`src/rtl/pfet_pkg.sv`:
```
// ----------------------------------------------------------------------------
// pfet_pkg
// Shared types, codes and default sizes for the page free extent table.
// ----------------------------------------------------------------------------
package pfet_pkg;

    // Default table geometry.
    localparam int SLOT_COUNT_DEF  = 32;
    localparam int OFFSET_BITS_DEF = 16;

    // Extent lengths and reported offsets are always 16 bits wide.
    localparam int LEN_W = 16;

    // Request codes.
    typedef enum logic {
        CMD_ALLOC = 1'b0,
        CMD_FREE  = 1'b1
    } t_cmd;

    // Result codes.
    typedef enum logic [2:0] {
        ST_ALLOCATED = 3'd0,
        ST_NO_FIT    = 3'd1,
        ST_MERGED    = 3'd2,
        ST_NEW_SLOT  = 3'd3,
        ST_REPLACED  = 3'd4,
        ST_DROPPED   = 3'd5,
        ST_DISABLED  = 3'd6
    } t_status;

    // Request word.
    typedef struct packed {
        t_cmd             cmd;
        logic [LEN_W-1:0] req_size;
        logic [LEN_W-1:0] free_offset;
    } t_in_word;

    // Result word.
    typedef struct packed {
        t_status          status;
        logic [LEN_W-1:0] alloc_offset;
    } t_out_word;

endpackage

```
`src/rtl/pfet_cell.sv`:
```
// ----------------------------------------------------------------------------
// pfet_cell
// One slot of the extent ring: holds a start and a length and takes its
// neighbor's slot on every shift.
// ----------------------------------------------------------------------------
module pfet_cell #(
    parameter int OFFSET_BITS = 16
) (
    input  logic                          i_clk,
    input  logic                          i_rst_n,
    input  logic                          i_shift,
    input  logic [OFFSET_BITS-1:0]        i_start,
    input  logic [pfet_pkg::LEN_W-1:0]    i_len,
    output logic [OFFSET_BITS-1:0]        o_start,
    output logic [pfet_pkg::LEN_W-1:0]    o_len
);
    import pfet_pkg::*;

    logic [OFFSET_BITS-1:0] r_start;
    logic [LEN_W-1:0]       r_len;

    // The slot is empty after reset and moves one place per shift.
    always_ff @(posedge i_clk) begin
        if (!i_rst_n) begin
            r_start <= '0;
            r_len   <= '0;
        end else if (i_shift) begin
            r_start <= i_start;
            r_len   <= i_len;
        end
    end

    assign o_start = r_start;
    assign o_len   = r_len;

endmodule

```
`src/rtl/pfet_ctrl.sv`:
```
// ----------------------------------------------------------------------------
// pfet_ctrl
// Scan controller at the head of the ring: looks at one slot per cycle,
// rewrites it on its way back to the tail, and holds the result register.
// ----------------------------------------------------------------------------
module pfet_ctrl #(
    parameter int SLOT_COUNT  = 32,
    parameter int OFFSET_BITS = 16
) (
    input  logic                          i_clk,
    input  logic                          i_rst_n,
    input  logic                          i_enabled,
    input  logic                          i_in_valid,
    output logic                          o_in_ready,
    input  pfet_pkg::t_in_word            i_in_data,
    output logic                          o_out_valid,
    input  logic                          i_out_ready,
    output pfet_pkg::t_out_word           o_out_data,
    input  logic [OFFSET_BITS-1:0]        i_head_start,
    input  logic [pfet_pkg::LEN_W-1:0]    i_head_len,
    output logic [OFFSET_BITS-1:0]        o_tail_start,
    output logic [pfet_pkg::LEN_W-1:0]    o_tail_len,
    output logic                          o_shift
);
    import pfet_pkg::*;

    localparam int CNT_W = (SLOT_COUNT > 1) ? $clog2(SLOT_COUNT) : 1;
    localparam logic [CNT_W-1:0] CNT_LAST = CNT_W'(SLOT_COUNT - 1);

    typedef enum logic [3:0] {
        S_IDLE   = 4'b0001,
        S_PASS1  = 4'b0010,
        S_PASS2  = 4'b0100,
        S_FINISH = 4'b1000
    } t_state;

    t_state                 r_state,   n_state;
    logic [CNT_W-1:0]       r_cnt,     n_cnt;
    logic                   r_done,    n_done;
    t_cmd                   r_cmd,     n_cmd;
    logic [LEN_W-1:0]       r_size,    n_size;
    logic [OFFSET_BITS-1:0] r_off,     n_off;
    logic [CNT_W-1:0]       r_min_idx, n_min_idx;
    logic [LEN_W-1:0]       r_min_len, n_min_len;
    t_status                r_status,  n_status;
    logic [LEN_W-1:0]       r_aoff,    n_aoff;
    logic                   r_out_valid;
    t_out_word              r_out_data;

    logic [31:0]            w_off32;
    logic [31:0]            w_size32;
    logic [31:0]            w_len32;
    logic [31:0]            w_start32;
    logic [OFFSET_BITS-1:0] w_size_ob;
    logic [OFFSET_BITS-1:0] w_len_ob;
    logic [OFFSET_BITS-1:0] w_end;
    logic [OFFSET_BITS-1:0] w_head_end;
    logic [LEN_W:0]         w_sum;
    logic [LEN_W-1:0]       w_sat_len;
    logic                   w_last;
    logic                   w_out_free;

    // Width adaptation between 16-bit fields and the offset width.
    always_comb begin
        w_off32                    = {16'b0, i_in_data.free_offset};
        w_size32                   = {16'b0, r_size};
        w_len32                    = {16'b0, i_head_len};
        w_start32                  = '0;
        w_start32[OFFSET_BITS-1:0] = i_head_start;
    end

    assign w_size_ob  = w_size32[OFFSET_BITS-1:0];
    assign w_len_ob   = w_len32[OFFSET_BITS-1:0];
    assign w_end      = r_off + w_size_ob;
    assign w_head_end = i_head_start + w_len_ob;

    // Merged length saturates at the largest 16-bit value.
    assign w_sum     = {1'b0, i_head_len} + {1'b0, r_size};
    assign w_sat_len = w_sum[LEN_W] ? {LEN_W{1'b1}} : w_sum[LEN_W-1:0];

    assign w_last     = (r_cnt == CNT_LAST);
    assign w_out_free = !r_out_valid || i_out_ready;

    // Sequencer and head-slot rewrite.
    always_comb begin
        n_state      = r_state;
        n_cnt        = r_cnt;
        n_done       = r_done;
        n_cmd        = r_cmd;
        n_size       = r_size;
        n_off        = r_off;
        n_min_idx    = r_min_idx;
        n_min_len    = r_min_len;
        n_status     = r_status;
        n_aoff       = r_aoff;
        o_tail_start = i_head_start;
        o_tail_len   = i_head_len;
        o_shift      = 1'b0;

        unique case (r_state)
            S_IDLE: begin
                if (i_in_valid) begin
                    n_cmd    = i_in_data.cmd;
                    n_size   = i_in_data.req_size;
                    n_off    = w_off32[OFFSET_BITS-1:0];
                    n_cnt    = '0;
                    n_done   = 1'b0;
                    n_aoff   = '0;
                    n_status = ST_NO_FIT;
                    if (!i_enabled) begin
                        n_status = ST_DISABLED;
                        n_state  = S_FINISH;
                    end else begin
                        n_state = S_PASS1;
                    end
                end
            end

            // First lap: first-fit allocate, or merge search for a free.
            S_PASS1: begin
                o_shift = 1'b1;
                n_cnt   = r_cnt + 1'b1;
                if (!r_done) begin
                    if (r_cmd == CMD_ALLOC) begin
                        if (i_head_len == r_size) begin
                            o_tail_start = '0;
                            o_tail_len   = '0;
                            n_done       = 1'b1;
                            n_status     = ST_ALLOCATED;
                            n_aoff       = w_start32[LEN_W-1:0];
                        end else if (i_head_len > r_size) begin
                            o_tail_start = i_head_start + w_size_ob;
                            o_tail_len   = i_head_len - r_size;
                            n_done       = 1'b1;
                            n_status     = ST_ALLOCATED;
                            n_aoff       = w_start32[LEN_W-1:0];
                        end
                    end else begin
                        if (w_end == i_head_start) begin
                            o_tail_start = r_off;
                            o_tail_len   = w_sat_len;
                            n_done       = 1'b1;
                            n_status     = ST_MERGED;
                        end else if (w_head_end == r_off) begin
                            o_tail_len = w_sat_len;
                            n_done     = 1'b1;
                            n_status   = ST_MERGED;
                        end
                    end
                end
                // The first minimum is also the first empty slot if any.
                if ((r_cnt == '0) || (i_head_len < r_min_len)) begin
                    n_min_idx = r_cnt;
                    n_min_len = i_head_len;
                end
                if (w_last) begin
                    n_cnt = '0;
                    if ((r_cmd == CMD_ALLOC) || n_done) begin
                        n_state = S_FINISH;
                    end else begin
                        n_state = S_PASS2;
                    end
                end
            end

            // Second lap: fill the empty slot, replace the smallest one, or drop the extent.
            S_PASS2: begin
                o_shift = 1'b1;
                n_cnt   = r_cnt + 1'b1;
                if (r_cnt == r_min_idx) begin
                    if (r_min_len == '0) begin
                        o_tail_start = r_off;
                        o_tail_len   = r_size;
                        n_status     = ST_NEW_SLOT;
                    end else if (r_size > r_min_len) begin
                        o_tail_start = r_off;
                        o_tail_len   = r_size;
                        n_status     = ST_REPLACED;
                    end else begin
                        n_status = ST_DROPPED;
                    end
                end
                if (w_last) begin
                    n_cnt   = '0;
                    n_state = S_FINISH;
                end
            end

            S_FINISH: begin
                if (w_out_free) begin
                    n_state = S_IDLE;
                end
            end

            default: begin
                n_state = S_IDLE;
            end
        endcase
    end

    // Control registers.
    always_ff @(posedge i_clk) begin
        if (!i_rst_n) begin
            r_state <= S_IDLE;
            r_cnt   <= '0;
            r_done  <= 1'b0;
        end else begin
            r_state <= n_state;
            r_cnt   <= n_cnt;
            r_done  <= n_done;
        end
    end

    // Request and scan bookkeeping.
    always_ff @(posedge i_clk) begin
        r_cmd     <= n_cmd;
        r_size    <= n_size;
        r_off     <= n_off;
        r_min_idx <= n_min_idx;
        r_min_len <= n_min_len;
        r_status  <= n_status;
        r_aoff    <= n_aoff;
    end

    // Result register: loads when the scan is finished and the slot is free.
    always_ff @(posedge i_clk) begin
        if (!i_rst_n) begin
            r_out_valid <= 1'b0;
        end else if ((r_state == S_FINISH) && w_out_free) begin
            r_out_valid <= 1'b1;
        end else if (i_out_ready) begin
            r_out_valid <= 1'b0;
        end
    end

    always_ff @(posedge i_clk) begin
        if ((r_state == S_FINISH) && w_out_free) begin
            r_out_data.status       <= r_status;
            r_out_data.alloc_offset <= r_aoff;
        end
    end

    assign o_in_ready  = (r_state == S_IDLE);
    assign o_out_valid = r_out_valid;
    assign o_out_data  = r_out_data;

endmodule

```
`src/rtl/page_free_extent_table.sv`:
```
// ----------------------------------------------------------------------------
// page_free_extent_table
// First-fit free extent table built as a rotating ring of slot cells with
// a scan controller at its head.
// ----------------------------------------------------------------------------
// An allocate, or a free that merges, raises its result after one full lap of the
// ring; a free that needs the second lap takes two laps, and a disabled request
// skips the scan. One request word is in flight at a time: a new word is taken
// only once the previous result has been loaded, which waits for the result side;
// the ring rotates one slot per cycle past the head while a scan is running.
// Reset (synchronous, active low) empties every slot at once and enables
// the table; no clearing pass is needed.
// ----------------------------------------------------------------------------
module page_free_extent_table #(
    parameter int SLOT_COUNT  = pfet_pkg::SLOT_COUNT_DEF,
    parameter int OFFSET_BITS = pfet_pkg::OFFSET_BITS_DEF
) (
    input  logic                i_clk,
    input  logic                i_rst_n,
    input  logic                i_in_valid,
    output logic                o_in_ready,
    input  pfet_pkg::t_in_word  i_in_data,
    output logic                o_out_valid,
    input  logic                i_out_ready,
    output pfet_pkg::t_out_word o_out_data,
    input  logic                i_cfg_we,
    input  logic                i_cfg_wdata
);
    import pfet_pkg::*;

    logic                   r_enabled;
    logic [OFFSET_BITS-1:0] w_start [SLOT_COUNT+1];
    logic [LEN_W-1:0]       w_len   [SLOT_COUNT+1];
    logic                   w_shift;

    // Enable register.
    always_ff @(posedge i_clk) begin
        if (!i_rst_n) begin
            r_enabled <= 1'b1;
        end else if (i_cfg_we) begin
            r_enabled <= i_cfg_wdata;
        end
    end

    // Slot ring: cell k takes cell k+1, the last cell takes the head rewrite.
    for (genvar k = 0; k < SLOT_COUNT; k++) begin : g_cell
        pfet_cell #(
            .OFFSET_BITS(OFFSET_BITS)
        ) u_cell (
            .i_clk  (i_clk),
            .i_rst_n(i_rst_n),
            .i_shift(w_shift),
            .i_start(w_start[k+1]),
            .i_len  (w_len[k+1]),
            .o_start(w_start[k]),
            .o_len  (w_len[k])
        );
    end

    // Head controller.
    pfet_ctrl #(
        .SLOT_COUNT (SLOT_COUNT),
        .OFFSET_BITS(OFFSET_BITS)
    ) u_ctrl (
        .i_clk       (i_clk),
        .i_rst_n     (i_rst_n),
        .i_enabled   (r_enabled),
        .i_in_valid  (i_in_valid),
        .o_in_ready  (o_in_ready),
        .i_in_data   (i_in_data),
        .o_out_valid (o_out_valid),
        .i_out_ready (i_out_ready),
        .o_out_data  (o_out_data),
        .i_head_start(w_start[0]),
        .i_head_len  (w_len[0]),
        .o_tail_start(w_start[SLOT_COUNT]),
        .o_tail_len  (w_len[SLOT_COUNT]),
        .o_shift     (w_shift)
    );

endmodule

```
`config.mk`:
```
export PLATFORM = sky130hd
export DESIGN_NAME = page_free_extent_table
export DESIGN_NICKNAME = d
export VERILOG_FILES = /design/src/rtl/pfet_pkg.sv /design/src/rtl/pfet_cell.sv /design/src/rtl/pfet_ctrl.sv /design/src/rtl/page_free_extent_table.sv
export SDC_FILE = /design/constraint.sdc
export NUM_CORES = 2
export LEC_CHECK = 0
export BUFFER_PORTS_ARGS = -buffer_cell sky130_fd_sc_hd__buf_2
export CAP_MARGIN = 20
export CORE_MARGIN = 5
export CORE_UTILIZATION = 30
export CTS_CLUSTER_SIZE = 12
export DETAILED_ROUTE_END_ITERATION = 16
export PLACE_DENSITY_LB_ADDON = 0.2
export SLEW_MARGIN = 15
export SYNTH_ARGS = -nofsm -noshare
export SYNTH_HDL_FRONTEND = slang
export SYNTH_SLANG_ARGS = --single-unit
```
`constraint.sdc`:
```
create_clock -name i_clk -period 6.6 [get_ports i_clk]
set_input_delay 0.33 -clock i_clk [delete_from_list [all_inputs] [get_ports i_clk]]
set_output_delay 0.33 -clock i_clk [all_outputs]
set_load 0.03 [all_outputs]
```
# After elaboration in Yosys (flattened, before gate mapping)

Cells that the tools add are included.

Register bits: 1128
Input bits: 39
Output and inout bits: 21
Logic and storage cells: 186

$add $sub $neg: 6
Order comparisons: 3
Eq/ne operators: 19
Mux-type cells: 60
Bitwise logic cells: 1
Reductions and logical operators: 19

Operators with widths:

| operator                                      | count |
|---|---|
| 2-to-1 mux 16 bit                             | 23 |
| one-hot mux 16 bit (2 select lines)           | 3 |
| adder 16 bit                                  | 3 |
| == test 16 bit                                | 3 |
| greater-than comparator 16 bit                | 2 |
| 2-to-1 mux 3 bit                              | 10 |
| 2-to-1 mux 4 bit                              | 6 |
| adder 16 x 16 -> 17 bit                       | 1 |
| logical NOT 16 bit                            | 1 |
| less-than comparator 16 bit                   | 1 |
| one-hot mux 4 bit (4 select lines)            | 1 |
| subtractor 16 bit                             | 1 |
| 2-to-1 mux 1 bit                              | 12 |
| 2-to-1 mux 5 bit                              | 2 |
| one-hot mux 5 bit (2 select lines)            | 1 |
| one-hot mux 3 bit (3 select lines)            | 1 |
| != test 2 x 1 -> 1 bit, second input constant | 4 |
| AND reduction 2 bit                           | 4 |
| != test 2 bit, second input constant          | 3 |
| AND reduction 6 bit                           | 1 |
| nonzero test 2 bit                            | 3 |
| adder 5 x 1 -> 5 bit, second input constant   | 1 |
| == test 5 bit                                 | 1 |
| == test 5 bit, second input constant          | 1 |
| 17 further kinds                              | 19 |

# Depth between registers and ports, before layout

Depth after elaboration: 11
Depth in mapped cells: 18
Depth with buffers taken out: 15

# Hierarchy

A second synthesis with hierarchy kept.

Cells, all modules: 4394
Area, all modules: 49739.0 um2

Modules (own cells, without submodules):

| module                 | times used | cells an instance | area each (um2) | sequential area each (um2) |
|---|---|---|---|---|
| pfet_cell              | 32         | 103               | 1243.7          | 640.6 |
| pfet_ctrl              | 1          | 1095              | 9907.0          | 2982.9 |
| page_free_extent_table | 1          | 3                 | 33.8            | 20.0 |

# Worst setup path after synthesis

No wires, ideal clock.

Path type: flip-flop to flip-flop
From: register g_cell[0].u_cell.r_len[0]
To: register u_ctrl.r_status[0], enable pin
Library setup time: 354 ps
Arrival time: 3462 ps
Data required time: 6246 ps
Path slack: 2784 ps
Cell stages (with the launch flop): 15
Path buffers: 1
Clock period less this slack: 3816 ps
Path through: dfxtp_1 ha_1 inv_1 fa_1 xnor2_1 a211o_1 nor4b_2 o2111ai_1 nand4b_1 a2111o_1 or4_4 nand3_2 buf_4 a31oi_1 a211oi_1

Word-level cells in the longest chain between the ends: 4
Elaborated cells on any way between the ends: 7
Classes of those cells: 1 x add/sub; 1 x order compare; 4 x eq/ne; 1 x reduce/logical

RTL lines:

| element                                  | RTL line         | text |
|---|---|---|
| from (decl)                              | pfet_cell.sv:20  | `logic [LEN_W-1:0] r_len;` |
| from (signal assigned)                   | pfet_cell.sv:29  | `r_len <= i_len;` |
| adder 16 bit                             | pfet_ctrl.sv:75  | `assign w_head_end = i_head_start + w_len_ob;` |
| == test 16 bit                           | pfet_ctrl.sv:144 | `end else if (w_head_end == r_off) begin` |
| != test 4 bit (no source line)           | --               |  |
| AND reduction 6 bit (no source line) (*) | --               |  |
| to (signal assigned)                     | pfet_ctrl.sv:221 | `r_status <= n_status;` |
| to (decl)                                | pfet_ctrl.sv:45  | `t_status r_status, n_status;` |

Every way passes the cells marked *; elsewhere a longest branch is shown, timed or not.
A chain may end at the register's enable or synchronous reset.

# Final worst setup path

From: register g_cell[0].u_cell.r_len[1]
To: register g_cell[31].u_cell.r_len[4]

Word-level cells in the longest chain between the ends: 7
Elaborated cells on any way between the ends: 14
Classes of those cells: 3 x add/sub; 1 x order compare; 2 x eq/ne; 8 x mux

RTL lines:

| element                                                        | RTL line                          | text |
|---|---|---|
| adder 16 bit / adder 16 x 16 -> 17 bit (equally long branches) | pfet_ctrl.sv:75, pfet_ctrl.sv:78  |  |
| == test 16 bit / 2-to-1 mux 16 bit (equally long branches)     | pfet_ctrl.sv:144, pfet_ctrl.sv:79 |  |
| 2-to-1 mux 16 bit                                              | pfet_ctrl.sv:144                  |  |
| 2-to-1 mux 16 bit                                              | pfet_ctrl.sv:139                  | `if (w_end == i_head_start) begin` |
| 2-to-1 mux 16 bit (*)                                          | pfet_ctrl.sv:124                  | `if (r_cmd == CMD_ALLOC) begin` |
| 2-to-1 mux 16 bit (*)                                          | pfet_ctrl.sv:123                  | `if (!r_done) begin` |
| one-hot mux 16 bit (2 select lines) (*)                        | pfet_ctrl.sv:100                  | `unique case (r_state)` |
| to (signal assigned)                                           | pfet_cell.sv:29                   |  |
| to (decl)                                                      | pfet_cell.sv:20                   |  |

Marked as above.

==> out/metrics.cfg <==
[outcome]
status=finished clean

[layout]
fill_cells=15400
syn_to_final_growth_pct=13.8
nNetsFinal=5547
final_cell_count_no_fill=7419
n_antenna_cell=0
final_layout_size_suffix_gt1_share_pct=5.99

[logic_synthesis]
synth_common_cells=nand2_1 (2061), a21oi_1 (1103), dfxtp_1 (1036)
ys_ff_latch=1128
yosys-top-cells-area=dfxtp_1 (47%), nand2_1 (17%), a21oi_1 (12%)
syn_area_um2=44500
yosysMostFrequentCell=nand2_1
syn_area_per_cell_um2=8.07
synth_edf_count=92
synth_ff_type=dfxtp_1
ys.warnings.count=0
async_reset_ff_share_pct=0
synth_top_cell_area_share_pct=46.6
yosysUniqueCellTypes=82
syn_inst=5511
ys_seq_area_share_pct=52.8
synth_top_cell_by_area=dfxtp_1
syn-num-nets=5666

[detailed_routing]
drt_first_iter_violations=2723
antenna_left=0
dr.pass1.iters=5
wl_per_cell_um=14.9
vias=35400
drc_errors=0
vias_per_cell=4.77
routed_wl_mm=110

[floorplanning]
io_pins=60
floorplan.rows=141
fp.coreArea_um2=147000
die_w_um=395
die_y_um=395
dieArea_um2=156000
start_util_pct=30.2

[critical_path]
path_class=reg -> reg
cp.depth=13
worstReg2RegEnd=g_cell[31].u_cell.o_len[4]$_SDFFE_PN0N_
start_kind=register
crit_path_end=g_cell[31].u_cell.o_len[4]$_SDFFE_PN0N_
r2r_setup_slack_ns=1.97
slowest_stage=a21oi_4
path_buf_inv=1
crit_required_ns=7.18
end_kind=register
crit_start=g_cell[0].u_cell.o_len[1]$_SDFFE_PN0N_
cp_top_family=compound AO/OA/AOI/OAI gates
timing.rr.start=g_cell[0].u_cell.o_len[1]$_SDFFE_PN0N_
crit_chain=inv_1 > fa_1 > xnor2_1 > a211o_1 > nor4b_2 > o2111ai_1 > nand4b_1 > a2111o_1 > or4_4 > a21oi_4 > a21oi_2 > a2111oi_2 > nor3_1
reg2reg_depth=13
slowest_delay_ns=0.64
cp.arrival_ns=5.21
crit_fanout=17

[timing]
max_slew_margin_pct=25.3
fin_crit_ns=4.63
fin_setup_tns_ns=0
tightest_slew_ns=1.11
slew_viol_final=0
hold_viol=0
period_share_pct=70.2
fmax_mhz=216
worst_clock_skew_ns=0.0665
setup_viol=0
rsz0062_at_grt=no

[power_and_ir_drop]
power_frac_comb_pct=4.2
power.density_nw_per_um2=281
vdd_drop_max_uv=232
switching_power_mw=3.28
p_int_mw=11.0
p_leak_nw=16.8
p_seq_share_pct=49.1
clockPowerShare_pct=46.7
swShare_pct=23.0

[place]
placed_cells=7164
place_congestion=0.865
port_buffers=59
hpwlAfterDp_mm=64.3

[min_path]
min_path_type=in -> reg

[grt]
grt_pass1_wl_mm=177
antenna_found_initial=0
grt_use_total_pct=13.5
grt_pass1_vias=32400
grt_max_degree=201
grt_overflow=0

[clock_tree]
htreeDepth=3
cts_tree=built
cts.sinks=1128
clockBufferDepth=3
tritoncts.num_buffers=121
cts-root-buf=clkbuf_16
path_clk_slew_ns=0.06
cts_resized=0
clk_latency_ns=0.74

[job]
drv_cap=0

## state kept, by name, summed over array words and instances (netlist names), 3 cells and up
| signal | cells |
|---|---|
| g_cell.u_cell.o_len | 512 |
| g_cell.u_cell.o_start | 512 |
| u_ctrl.o_out_data | 19 |
| u_ctrl.r_aoff | 16 |
| u_ctrl.r_min_len | 16 |
| u_ctrl.r_off | 16 |
| u_ctrl.r_size | 16 |
| u_ctrl.r_cnt | 5 |
| u_ctrl.r_min_idx | 5 |
| u_ctrl.r_state | 4 |
| u_ctrl.r_status | 3 |
## cells by family after synthesis
logic type	synth area share, %
simple gates	20.4
compound gates	17.2
flops	52.8
buf+inv	3.87
fa+ha+maj	3.35
xor+xnor	1.63
mux	0.717
## cell type report
cell class / count / area [um^2] / share of cell area, %
Clock inverter: 36 / 389 / 0.769
Sequential cell: 1128 / 23500 / 46.4
Clock buffer: 184 / 3550 / 7.01
Timing Repair Buffer: 140 / 1180 / 2.33
Tap cell: 1930 / 2410 / 4.77
Inverter: 70 / 270 / 0.534
Multi-Input combinational cell: 3931 / 19300 / 38.2
## how the worst min path moves through the flow
stage                                     from                              end  cells after the start
3_3_place_gp    u_ctrl.r_aoff[0]$_SDFFCE_PN0P_   u_ctrl.o_out_data[0]$_DFFE_PP_                      0
5_1_grt                            i_out_ready  u_ctrl.o_out_valid$_SDFFE_PN0P_                      3
4_1_cts                            i_out_ready  u_ctrl.o_out_valid$_SDFFE_PN0P_                      3
6_report                           i_out_ready  u_ctrl.o_out_valid$_SDFFE_PN0P_                      3
2_1_floorplan   u_ctrl.r_aoff[0]$_SDFFCE_PN0P_   u_ctrl.o_out_data[0]$_DFFE_PP_                      0
3_5_place_dp   u_ctrl.r_aoff[13]$_SDFFCE_PN0P_  u_ctrl.o_out_data[13]$_DFFE_PP_                      0
## per-layer routing
layer  global-route usage [%]  vias up  wire length [um]
met1                     19.0    16600             53500
met4                     4.31        0              2900
met3                     2.27      181              4790
li1                         -    18000                 -
met5                        0        -                 0
met2                     21.2      587             49000
## cell usage in the layout (no fill, tap or decap), drive strengths merged, types with 29 or more instances in the layout
master,netlist,layout
clkbuf,366,184
dlygate4sd3,0,35
xnor2,57,57
ha,111,111
nor3,29,29
inv,70,74
a21oi,1105,1105
edfxtp,92,92
o21ai,95,95
nor2,68,68
nand2,2061,2061
dfxtp,1036,1036
buf,16,105
## power by group through the flow
| stage | clock (mW) | sequential (mW) | combinational [mW] |
|---|---|---|---|
| after global routing | 7.19 | 6.99 | 0.657 |
| after CTS | 6.90 | 6.99 | 0.600 |
| after global placement | 0 | 7.14 | 0.588 |
| after floorplan | 0 | 7.11 | 0.409 |
| final | 6.65 | 6.99 | 0.595 |
| after detailed placement | 0 | 7.14 | 0.581 |
## metrics by stage
step / total power [mW] / setup WS [ns] / hold WS [ns] / utilization [%] / area [um^2]
after detailed placement: 7.72 / 1.99 / 0.405 / 31.4 / 46300
after CTS: 14.5 / 1.97 / 0.0234 / 34.3 / 50600
after global routing: 14.8 / 1.72 / 0.0533 / 34.3 / 50600
after floorplan: 7.52 / 2.78 / 0.400 / - / 44500
after global placement: 7.73 / 1.97 / 0.407 / 31.4 / 46300
final: 14.2 / 1.97 / 0.0933 / 34.3 / 50600
## worst min-delay path, cell delays in order
cell and delay (ns):
buf_2 0.08, nand2b_1 0.26, a21oi_1 0.11
## repair_timing
item                      CTS  global route
hold buffers               35             0
buffers inserted            0             0
hold endpoints to repair   34             0
Power figures use the tool's default switching activity.
